===== config.mk =====
export PLATFORM = sky130hd
export DESIGN_NAME = ascii_number_to_binary
export DESIGN_NICKNAME = d
export VERILOG_FILES = /design/src/rtl/asc2bin_pkg.sv /design/src/rtl/ascii_number_to_binary.sv
export SDC_FILE = /design/constraint.sdc
export NUM_CORES = 1
export LEC_CHECK = 0
export ABC_AREA = 1
export BUFFER_PORTS_ARGS = -buffer_cell sky130_fd_sc_hd__buf_2
export CAP_MARGIN = 20
export CORE_UTILIZATION = 65
export CTS_CLUSTER_SIZE = 10
export DETAILED_ROUTE_END_ITERATION = 12
export GPL_ROUTABILITY_DRIVEN = 0
export PLACE_DENSITY = 0.95
export SLEW_MARGIN = 20
export SYNTH_ARGS = -nofsm -noshare
export SYNTH_HDL_FRONTEND = slang
export SYNTH_SLANG_ARGS = --single-unit
export TNS_END_PERCENT = 30

===== constraint.sdc =====
create_clock -name clk -period 4.7 [get_ports clk]
set_input_delay 0 -clock clk [delete_from_list [all_inputs] [get_ports clk]]
set_output_delay 0 -clock clk [all_outputs]
set_load 0.02 [all_outputs]

===== src/rtl/asc2bin_pkg.sv =====
// shared constants and codes for the ascii number to binary converter
package asc2bin_pkg;

  localparam int VALUE_BITS = 32;
  localparam int HEX_LIMIT  = VALUE_BITS / 4;
  localparam int CNT_W      = $clog2(HEX_LIMIT + 2);
  localparam int ERR_W      = 3;
  localparam int BASE_W     = 5;
  localparam int PH_W       = 3;
  localparam int OUT_DATA_W = ((VALUE_BITS + ERR_W + 7) / 8) * 8;

  localparam logic [VALUE_BITS-1:0] VAL_MAX  = '1;
  localparam logic [VALUE_BITS-1:0] DEC_TOP  = VAL_MAX / 10;
  localparam logic [VALUE_BITS-1:0] DEC_REST = VAL_MAX - DEC_TOP * 10;
  localparam logic [VALUE_BITS-1:0] OCT_TOP  = VAL_MAX / 8;
  localparam logic [VALUE_BITS-1:0] OCT_REST = VAL_MAX - OCT_TOP * 8;

  // parse phases
  localparam logic [PH_W-1:0] PH_START     = 3'd0;
  localparam logic [PH_W-1:0] PH_ZERO_AUTO = 3'd1;
  localparam logic [PH_W-1:0] PH_ZERO_DEC  = 3'd2;
  localparam logic [PH_W-1:0] PH_ZERO_X    = 3'd3;
  localparam logic [PH_W-1:0] PH_HEX       = 3'd4;
  localparam logic [PH_W-1:0] PH_DEC       = 3'd5;
  localparam logic [PH_W-1:0] PH_OCT       = 3'd6;
  localparam logic [PH_W-1:0] PH_BADBASE   = 3'd7;

  // error codes
  localparam logic [ERR_W-1:0] ERR_NONE   = 3'd0;
  localparam logic [ERR_W-1:0] ERR_EMPTY  = 3'd1;
  localparam logic [ERR_W-1:0] ERR_BASE   = 3'd2;
  localparam logic [ERR_W-1:0] ERR_HEXDIG = 3'd3;
  localparam logic [ERR_W-1:0] ERR_HEXLEN = 3'd4;
  localparam logic [ERR_W-1:0] ERR_DIGIT  = 3'd5;
  localparam logic [ERR_W-1:0] ERR_OVF    = 3'd6;

  // base register codes
  localparam logic [BASE_W-1:0] BASE_AUTO        = 5'd0;
  localparam logic [BASE_W-1:0] BASE_AUTO_NO_OCT = 5'd13;
  localparam logic [BASE_W-1:0] BASE_OCT         = 5'd8;
  localparam logic [BASE_W-1:0] BASE_DEC         = 5'd10;
  localparam logic [BASE_W-1:0] BASE_HEX         = 5'd16;

  // characters
  localparam logic [7:0] CH_0     = 8'h30;
  localparam logic [7:0] CH_7     = 8'h37;
  localparam logic [7:0] CH_9     = 8'h39;
  localparam logic [7:0] CH_LO_A  = 8'h61;
  localparam logic [7:0] CH_LO_F  = 8'h66;
  localparam logic [7:0] CH_UP_A  = 8'h41;
  localparam logic [7:0] CH_UP_F  = 8'h46;
  localparam logic [7:0] CH_LO_X  = 8'h78;
  localparam logic [7:0] CH_UP_X  = 8'h58;

endpackage


===== src/rtl/ascii_number_to_binary.sv =====
// top level: streaming ascii number to 32-bit unsigned converter
// the result of an end-marker transfer passes the input register and then the
//   result register before it is on out_*
// throughput: one character or end marker per cycle; an end marker stalls only
//   while the result register is full and not being taken
// digit update (shift-add by 8, 10 or 16, limit compare for 8 and 10) sits between the
//   input register and the parse state / result register
// reset (rst_n low, synchronous) clears the parse state, both valids and the
//   base register (auto mode)
module ascii_number_to_binary (
  input  logic        clk,
  input  logic        rst_n,
  // character channel
  input  logic        in_tvalid,
  output logic        in_tready,
  input  logic [7:0]  in_tdata,   // [7:0] ch
  input  logic        in_tlast,   // is_end
  // result channel
  output logic        out_tvalid,
  input  logic        out_tready,
  output logic [asc2bin_pkg::OUT_DATA_W-1:0] out_tdata, // [31:0] value, [34:32] error_code, rest 0
  // base register write
  input  logic        cfg_we,
  input  logic [asc2bin_pkg::BASE_W-1:0] cfg_wdata  // number_base
);

  localparam int VB = asc2bin_pkg::VALUE_BITS;

  // base register
  logic [asc2bin_pkg::BASE_W-1:0] base_r;

  // input register
  logic       s1_valid_r;
  logic [7:0] s1_ch_r;
  logic       s1_last_r;
  logic       s1_advance;

  // parse state
  logic [asc2bin_pkg::PH_W-1:0]  phase_r, phase_nxt;
  logic [VB-1:0]                 acc_r, acc_nxt;
  logic [asc2bin_pkg::CNT_W-1:0] cnt_r, cnt_nxt;
  logic [asc2bin_pkg::ERR_W-1:0] err_r, err_nxt;

  // result register
  logic                          out_valid_r, out_valid_nxt;
  logic [VB-1:0]                 out_value_r, out_value_nxt;
  logic [asc2bin_pkg::ERR_W-1:0] out_err_r, out_err_nxt;

  // digit decode
  logic       do_hex, do_dec, do_oct;
  logic       hex_ok;
  logic [3:0] hex_d;
  logic       dec_ok, oct_ok;
  logic [3:0] rad_d;
  logic       dec_ovf, oct_ovf;
  logic       is_x;
  logic       take_char, take_end;
  logic [asc2bin_pkg::ERR_W-1:0] end_err;

  // an end marker needs the result register free; characters never wait
  assign take_char  = s1_valid_r && !s1_last_r;
  assign s1_advance = s1_valid_r && (!s1_last_r || !out_valid_r || out_tready);
  assign take_end   = s1_valid_r && s1_last_r && (!out_valid_r || out_tready);
  assign in_tready  = !s1_valid_r || s1_advance;

  always_ff @(posedge clk) begin
    if (!rst_n) begin
      base_r <= asc2bin_pkg::BASE_AUTO;
    end else if (cfg_we) begin
      base_r <= cfg_wdata;
    end
  end

  always_ff @(posedge clk) begin
    if (!rst_n) begin
      s1_valid_r <= 1'b0;
    end else if (in_tready) begin
      s1_valid_r <= in_tvalid;
    end
  end

  always_ff @(posedge clk) begin
    if (in_tready && in_tvalid) begin
      s1_ch_r   <= in_tdata;
      s1_last_r <= in_tlast;
    end
  end

  // character classification
  always_comb begin
    hex_ok = 1'b1;
    hex_d  = 4'd0;
    if (s1_ch_r >= asc2bin_pkg::CH_0 && s1_ch_r <= asc2bin_pkg::CH_9) begin
      hex_d = 4'(s1_ch_r - asc2bin_pkg::CH_0);
    end else if (s1_ch_r >= asc2bin_pkg::CH_LO_A && s1_ch_r <= asc2bin_pkg::CH_LO_F) begin
      hex_d = 4'(s1_ch_r - asc2bin_pkg::CH_LO_A + 8'd10);
    end else if (s1_ch_r >= asc2bin_pkg::CH_UP_A && s1_ch_r <= asc2bin_pkg::CH_UP_F) begin
      hex_d = 4'(s1_ch_r - asc2bin_pkg::CH_UP_A + 8'd10);
    end else begin
      hex_ok = 1'b0;
    end
  end

  assign rad_d  = 4'(s1_ch_r - asc2bin_pkg::CH_0);
  assign dec_ok = (s1_ch_r >= asc2bin_pkg::CH_0) && (s1_ch_r <= asc2bin_pkg::CH_9);
  assign oct_ok = (s1_ch_r >= asc2bin_pkg::CH_0) && (s1_ch_r <= asc2bin_pkg::CH_7);
  assign is_x   = (s1_ch_r == asc2bin_pkg::CH_LO_X) || (s1_ch_r == asc2bin_pkg::CH_UP_X);

  // limit compare before the multiply-add would wrap
  assign dec_ovf = (acc_r > asc2bin_pkg::DEC_TOP) ||
                   ((acc_r == asc2bin_pkg::DEC_TOP) && ({{(VB-4){1'b0}}, rad_d} > asc2bin_pkg::DEC_REST));
  assign oct_ovf = (acc_r > asc2bin_pkg::OCT_TOP) ||
                   ((acc_r == asc2bin_pkg::OCT_TOP) && ({{(VB-4){1'b0}}, rad_d} > asc2bin_pkg::OCT_REST));

  // end-of-string error selection; a latched error always wins
  always_comb begin
    end_err = err_r;
    if (err_r == asc2bin_pkg::ERR_NONE) begin
      priority if (phase_r == asc2bin_pkg::PH_START) begin
        end_err = asc2bin_pkg::ERR_EMPTY;
      end else if (phase_r == asc2bin_pkg::PH_ZERO_X) begin
        end_err = asc2bin_pkg::ERR_DIGIT;  // lone "0x"
      end else if (phase_r == asc2bin_pkg::PH_BADBASE) begin
        end_err = asc2bin_pkg::ERR_BASE;
      end else if (phase_r == asc2bin_pkg::PH_HEX &&
                   cnt_r > asc2bin_pkg::CNT_W'(asc2bin_pkg::HEX_LIMIT)) begin
        end_err = asc2bin_pkg::ERR_HEXLEN;
      end else begin
        end_err = asc2bin_pkg::ERR_NONE;
      end
    end
  end

  // per-character phase step
  always_comb begin
    phase_nxt = phase_r;
    acc_nxt   = acc_r;
    cnt_nxt   = cnt_r;
    err_nxt   = err_r;
    do_hex    = 1'b0;
    do_dec    = 1'b0;
    do_oct    = 1'b0;

    if (take_char && err_r == asc2bin_pkg::ERR_NONE) begin
      unique case (phase_r)
        asc2bin_pkg::PH_START: begin
          // base is sampled at the first character of a string
          if (base_r == asc2bin_pkg::BASE_AUTO || base_r == asc2bin_pkg::BASE_AUTO_NO_OCT) begin
            if (s1_ch_r == asc2bin_pkg::CH_0) begin
              phase_nxt = (base_r == asc2bin_pkg::BASE_AUTO) ? asc2bin_pkg::PH_ZERO_AUTO
                                                             : asc2bin_pkg::PH_ZERO_DEC;
            end else begin
              phase_nxt = asc2bin_pkg::PH_DEC;
              do_dec    = 1'b1;
            end
          end else if (base_r == asc2bin_pkg::BASE_OCT) begin
            phase_nxt = asc2bin_pkg::PH_OCT;
            do_oct    = 1'b1;
          end else if (base_r == asc2bin_pkg::BASE_DEC) begin
            phase_nxt = asc2bin_pkg::PH_DEC;
            do_dec    = 1'b1;
          end else if (base_r == asc2bin_pkg::BASE_HEX) begin
            phase_nxt = asc2bin_pkg::PH_HEX;
            do_hex    = 1'b1;
          end else begin
            phase_nxt = asc2bin_pkg::PH_BADBASE;
            err_nxt   = asc2bin_pkg::ERR_BASE;
          end
        end
        asc2bin_pkg::PH_ZERO_AUTO: begin
          if (is_x) begin
            phase_nxt = asc2bin_pkg::PH_ZERO_X;
          end else begin
            phase_nxt = asc2bin_pkg::PH_OCT;
            do_oct    = 1'b1;
          end
        end
        asc2bin_pkg::PH_ZERO_DEC: begin
          if (is_x) begin
            phase_nxt = asc2bin_pkg::PH_ZERO_X;
          end else begin
            phase_nxt = asc2bin_pkg::PH_DEC;
            do_dec    = 1'b1;
          end
        end
        asc2bin_pkg::PH_ZERO_X: begin
          phase_nxt = asc2bin_pkg::PH_HEX;
          do_hex    = 1'b1;
        end
        asc2bin_pkg::PH_HEX:     do_hex = 1'b1;
        asc2bin_pkg::PH_DEC:     do_dec = 1'b1;
        asc2bin_pkg::PH_OCT:     do_oct = 1'b1;
        asc2bin_pkg::PH_BADBASE: ;
        default: ;
      endcase

      if (do_hex) begin
        if (!hex_ok) begin
          err_nxt = asc2bin_pkg::ERR_HEXDIG;
        end else begin
          // hex wraps; length is checked only at the end
          acc_nxt = {acc_r[VB-5:0], hex_d};
          if (cnt_r <= asc2bin_pkg::CNT_W'(asc2bin_pkg::HEX_LIMIT)) begin
            cnt_nxt = cnt_r + asc2bin_pkg::CNT_W'(1);
          end
        end
      end else if (do_dec) begin
        if (!dec_ok) begin
          err_nxt = asc2bin_pkg::ERR_DIGIT;
        end else if (dec_ovf) begin
          err_nxt = asc2bin_pkg::ERR_OVF;
        end else begin
          // times ten as two shifts
          acc_nxt = (acc_r << 3) + (acc_r << 1) + {{(VB-4){1'b0}}, rad_d};
        end
      end else if (do_oct) begin
        if (!oct_ok) begin
          err_nxt = asc2bin_pkg::ERR_DIGIT;
        end else if (oct_ovf) begin
          err_nxt = asc2bin_pkg::ERR_OVF;
        end else begin
          acc_nxt = {acc_r[VB-4:0], rad_d[2:0]};
        end
      end
    end

    // end marker closes the string and clears the parse state
    if (take_end) begin
      phase_nxt = asc2bin_pkg::PH_START;
      acc_nxt   = '0;
      cnt_nxt   = '0;
      err_nxt   = asc2bin_pkg::ERR_NONE;
    end
  end

  always_ff @(posedge clk) begin
    if (!rst_n) begin
      phase_r <= asc2bin_pkg::PH_START;
      acc_r   <= '0;
      cnt_r   <= '0;
      err_r   <= asc2bin_pkg::ERR_NONE;
    end else begin
      phase_r <= phase_nxt;
      acc_r   <= acc_nxt;
      cnt_r   <= cnt_nxt;
      err_r   <= err_nxt;
    end
  end

  // result register
  always_comb begin
    out_valid_nxt = out_valid_r;
    out_value_nxt = out_value_r;
    out_err_nxt   = out_err_r;
    if (take_end) begin
      out_valid_nxt = 1'b1;
      out_err_nxt   = end_err;
      out_value_nxt = (end_err == asc2bin_pkg::ERR_NONE) ? acc_r : '0;
    end else if (out_tready) begin
      out_valid_nxt = 1'b0;
    end
  end

  always_ff @(posedge clk) begin
    if (!rst_n) begin
      out_valid_r <= 1'b0;
    end else begin
      out_valid_r <= out_valid_nxt;
    end
  end

  always_ff @(posedge clk) begin
    out_value_r <= out_value_nxt;
    out_err_r   <= out_err_nxt;
  end

  assign out_tvalid = out_valid_r;
  assign out_tdata  = {{(asc2bin_pkg::OUT_DATA_W - VB - asc2bin_pkg::ERR_W){1'b0}},
                       out_err_r, out_value_r};

endmodule


Word-level counts from Yosys, hierarchy flattened
Index checks and enable logic that the tools add are counted.
- register bits: 93
- output and inout port bits: 42
- word-level logic and storage cells: 150
- input port bits: 19
- equal/unequal tests: 20
- reduce and logical (&&, ||, !) cells: 37
- mux-type cells: 60
- bitwise logic cells: 1
- magnitude comparators: 13
- add/sub/neg operators: 8
- operators with widths (kind ; count):
    32-bit 2-to-1 mux ; 8
    3-bit 2-to-1 mux ; 22
    32-bit by 29-bit == test with 1-bit output, second input constant ; 2
    32-bit by 29-bit > comparator with 1-bit output, second input constant ; 2
    32-bit adder ; 1
    32-bit by 4-bit adder with 32-bit output ; 1
    1-bit 2-to-1 mux ; 19
    8-bit by 7-bit == test with 1-bit output, second input constant ; 2
    8-bit by 7-bit >= comparator with 1-bit output, second input constant ; 2
    8-bit by 6-bit less-or-equal comparator with 1-bit output, second input constant ; 2
    8-bit by 7-bit less-or-equal comparator with 1-bit output, second input constant ; 2
    5-bit by 4-bit == test with 1-bit output, second input constant ; 3
    1-bit logical AND ; 13
    3-bit == test, second input constant ; 4
    4-bit 2-to-1 mux ; 3
    3-bit case mux with 4 select lines ; 1
    4-bit by 1-bit subtractor with 4-bit output, second input constant ; 3
    3-bit logical NOT ; 3
    4-bit adder, second input constant ; 2
    8-bit by 6-bit == test with 1-bit output, second input constant ; 1
    8-bit by 6-bit >= comparator with 1-bit output, second input constant ; 1
    4-bit by 3-bit > comparator with 1-bit output, second input constant ; 2
    1-bit logical OR ; 8
    2-bit 2-to-1 mux ; 4
    other kinds (21) ; 28

Longest topological paths before layout
- depth after elaboration: 11
- mapped depth: 18
- gate-level depth less buffers: 18

Worst setup path before layout
Ideal clock, no wire load.
- kind: register -> register
- from: reg out_valid_r (netlist: out_tvalid)
- to: reg cnt_r[2] (netlist bit)
- period minus slack after synthesis: 2.915 ns
- stages on the path, launching flop included: 8
- arrival time: 2.797 ns
- library setup time: 0.118 ns
- path slack: 1.785 ns
- cells stage by stage: dfxtp_1 inv_1 nor2_1 nor2_1 nor2_1 clkbuf_1 nand2_1 nor2_1
- longest elaborated chain between the ends: 4
- ends and longest elaborated chain (what ; RTL line ; source):
    start: declaration ; ascii_number_to_binary.sv:45 ; logic out_valid_r, out_valid_nxt;
    start signal: assignment ; ascii_number_to_binary.sv:268 ; out_valid_r <= out_valid_nxt;
    1-bit logical NOT ; ascii_number_to_binary.sv:63 ; assign take_end = s1_valid_r && s1_last_r && (!out_valid_r || out_tready);
    1-bit logical OR ; ascii_number_to_binary.sv:63 ;
    1-bit logical AND ; ascii_number_to_binary.sv:63 ;
    2-bit OR reduction (no source line) ; n/a ;
    end signal: assignment ; ascii_number_to_binary.sv:245 ; cnt_r <= cnt_nxt;
    end: declaration ; ascii_number_to_binary.sv:41 ; logic [asc2bin_pkg::CNT_W-1:0] cnt_r, cnt_nxt;
No other way between the ends.
A chain may end at the register's enable or synchronous reset.

Final worst setup path
- from: reg s1_ch_r[0]
- to: reg acc_r[1]
- longest elaborated chain between the ends: 7
- ends and longest elaborated chain (what ; RTL line ; source):
    start: declaration ; ascii_number_to_binary.sv:34 ; logic [7:0] s1_ch_r;
    start signal: assignment ; ascii_number_to_binary.sv:84 ; s1_ch_r <= in_tdata;
    parallel branches: the longest is 7 deep, another holds 32-bit by 4-bit adder with 32-bit output ; n/a ;
    end signal: assignment ; ascii_number_to_binary.sv:244 ; acc_r <= acc_nxt;
    end: declaration ; ascii_number_to_binary.sv:40 ; logic [VB-1:0] acc_r, acc_nxt;
Parallel ways; which one is timed is not known. The select of a mux whose other input is x is not followed.

==> results_dict.tcl <==
set metrics [dict create \
    rows 39 \
    top_layer "met4" \
    status "complete, no violations" \
    r2r_start "s1_ch_r[0]" \
    start_util 0.680 \
    finalCriticalPeriod_ns 3.37 \
    overflow 0 \
    drcViolationCount 0 \
    cts_buffers 9 \
    firstDrtPassIters 7 \
    finalHoldViolCount 0 \
    required_ns 4.95 \
    place_hpwl_mm 16.2 \
    path_clk_slew_ns 0.06 \
    clock_skew_ns 0.0103 \
    clkSinkCount 93 \
    slew_violations 0 \
    synth_area_leader_cell "nand2_1" \
    min_path_type "input port to register" \
    grt_start_max_net_pins 54 \
    yosysSeqAreaShare 0.290 \
    end_kind "register" \
    cts_buffer_depth 2 \
    cp_max_fo 53 \
    fin_util 0.749 \
    clockRootBuffer "clkbuf_16" \
    hold_start "cfg_wdata[0]" \
    dr_wl_met3_mm 2.82 \
    initialDrtViolationCount 1115 \
    power_leakage_nw 4.67 \
    io_pins 61 \
    synthToLayoutAreaGrowth_pct 10.3 \
    die_w_um 112 \
    wl_met2_mm 10.7 \
    core_sq_um 11700 \
    ctsResizeCount 0 \
    maxCapViolCount 0 \
    vias 8758 \
    timing.fmax_mhz 297 \
    grt_pass1_wl_mm 38.4 \
    crit_chain "inv_1 -> ha_1 -> nand2_1 -> nand3b_1 -> a21oi_4 -> nand2_2 -> inv_1 -> nor2_1 -> nor2_1 -> nand3_1 -> nand2_1 -> nor2_1" \
    die_area_sq_um 12600 \
    syn_avg_cell_area_sq_um 6.19 \
    met1_length_mm 8.42 \
    rsz0062_at_grt "false" \
    place.port_buffers 55 \
    cts_tree "built" \
    grt_use_total 0.388 \
    antenna_left 0 \
    path_class "register to register" \
    relSlewSlack 0.262 \
    drive_gt1_frac 0.0773 \
    ir_worst_vdd_mv 0.324 \
    slowest_stage "nand2_2" \
    tns_ns 0 \
    fp.dieH_um 112 \
    cp-start-kind "register" \
    whs_ns 0.0300 \
    worst_slew_pin_slew_ns 1.10 \
    syn_inst 1281 \
    antenna_found_initial 0 \
    finalSetupViolCount 0 \
    p_per_area_nw_per_um2 234 \
    ys_warn_count 0 \
    fillers 845 \
    crit_top_cell "nor2_1" \
    drt_wl_total_mm 23.9 \
    synth_seq_cells 93 \
    ys_top_cells_by_area "nand2_1 20%, edfxtp_1 17%, dfxtp_1 12%" \
    worstPathArrival_ns 3.61 \
    nets 1426 \
    period_share 0.716 \
    path_buf_inv 2 \
    synthesis.area_sq_um 7930 \
    yosysTopAreaCellShare 0.195 \
    critPathLaunch "s1_ch_r[0]" \
    synthDistinctLibCells 43 \
    wire_per_inst_um 16.1 \
    cts.htree.levels 3 \
    grt_pass1_vias 8198 \
    clock_latency_ns 0.35 \
    slowest_delay_ns 0.64 \
    path_delay_family "simple AND/OR/NAND/NOR gates" \
    via_per_inst 5.88 \
]
-- final cells by class --
class / instances / area (sq um) / share of cell area
Multi-Input combinational cell: 935 / 4630 / 0.529
Inverter: 228 / 856 / 0.0979
Sequential cell: 93 / 2300 / 0.263
Antenna cell: 1 / 2.50 / 0.000286
Clock buffer: 9 / 225 / 0.0258
Tap cell: 143 / 179 / 0.0205
Clock inverter: 7 / 90.1 / 0.0103
Timing Repair Buffer: 74 / 458 / 0.0524
-- synthesized netlist by cell type (all sizes together) --
master / number
nand2: 416
inv: 227
nor2: 194
nand3: 110
ha: 64
dfxtp: 49
o21ai: 46
edfxtp: 44
a21oi: 39
buf: 21
nand4: 17
nor3: 12
clkbuf: 8
xnor2: 8
and2: 4
xor2: 4
and3: 3
a21o: 2
fa: 2
o211ai: 2
a221oi: 1
clkinv: 1
conb: 1
nand3b: 1
nor4: 1
o21a: 1
o41ai: 1
or2: 1
or3: 1
-- tightest hold or removal path: cells and delay by family --
kind                   cells  cell delay, ns
AO/OA/AOI/OAI              2            0.23
buffers and inverters      1            0.09
-- state kept, by name, indices dropped and copies added, names as in the netlist --
| register | cells |
|---|---|
| out_tvalid | 1 |
| phase_r | 3 |
| out_err_r | 3 |
| out_value_r | 32 |
| cnt_r | 4 |
| base_r | 5 |
| s1_last_r | 1 |
| err_r | 3 |
| s1_ch_r | 8 |
| s1_valid_r | 1 |
| acc_r | 32 |
-- layer usage --
layer / vias up / GRT usage
met3: 182 / 0.104
met1: 3825 / 0.434
met4: 0 / 0.302
met5: - / 0
met2: 648 / 0.630
li1: 4103 / -
-- cells by family after synthesis --
group | count (synthesis) | share of synthesized area
and+or+nand+nor | 760 | 0.396
DFF | 93 | 0.290
AOI/OAI and AO/OA | 92 | 0.0644
xor gates and xnor gates | 12 | 0.0133
other | 1 | 0.000473
adders and majority gates | 66 | 0.106
buffers and inverters | 257 | 0.129
-- cells in the final DEF (no fill, tap or decap), types with 5 or more instances in the layout --
cell type      count
ha_1              64
buf_2             55
conb_1             5
inv_1            220
nand3_1          107
clkbuf_16          9
edfxtp_1          44
nor2_1           184
dfxtp_1           49
a21oi_1           36
nand4_1           17
dlygate4sd3_1     16
nor3_1            11
xnor2_1            8
nand2_1          412
inv_2              7
o21ai_0           42
nor2_2             8
-- path summary, 6_finish.rpt --
| check | end | slack, ns | depth (start not counted) |
|---|---|---|---|
| worst max-delay path | acc_r[1] | 1.33 | 12 |
| worst min-delay path | base_r[0] | 0.03 | 3 |
| worst max register to register | acc_r[1] | 1.33 | 12 |
| worst min register to register | cnt_r[3] | 0.48 | 2 |
-- power by group --
| part | switching, mW | internal (mW) |
|---|---|---|
| sequential | 0.0226 | 0.868 |
| clock | 0.313 | 0.463 |
| combinational | 0.266 | 0.111 |
-- what timing repair did --
item	CTS	global route
hold buffers	16	0
endpoints found under the hold margin	16	0
buffers inserted	0	0
-- through the flow --
step           worst slack (ns)  instances  total power [mW]  area (sq um)
2_1_floorplan              1.79       1285              1.16          7940
4_1_cts                    1.58       1489              2.01          8740
3_3_place_gp               1.80       1457              1.23          8260
6_report                   1.33       1490              2.04          8740
5_1_grt                    1.22       1489              2.10          8740
3_5_place_dp               1.70       1457              1.24          8260
Note: power is estimated with default switching activity, not from simulation.
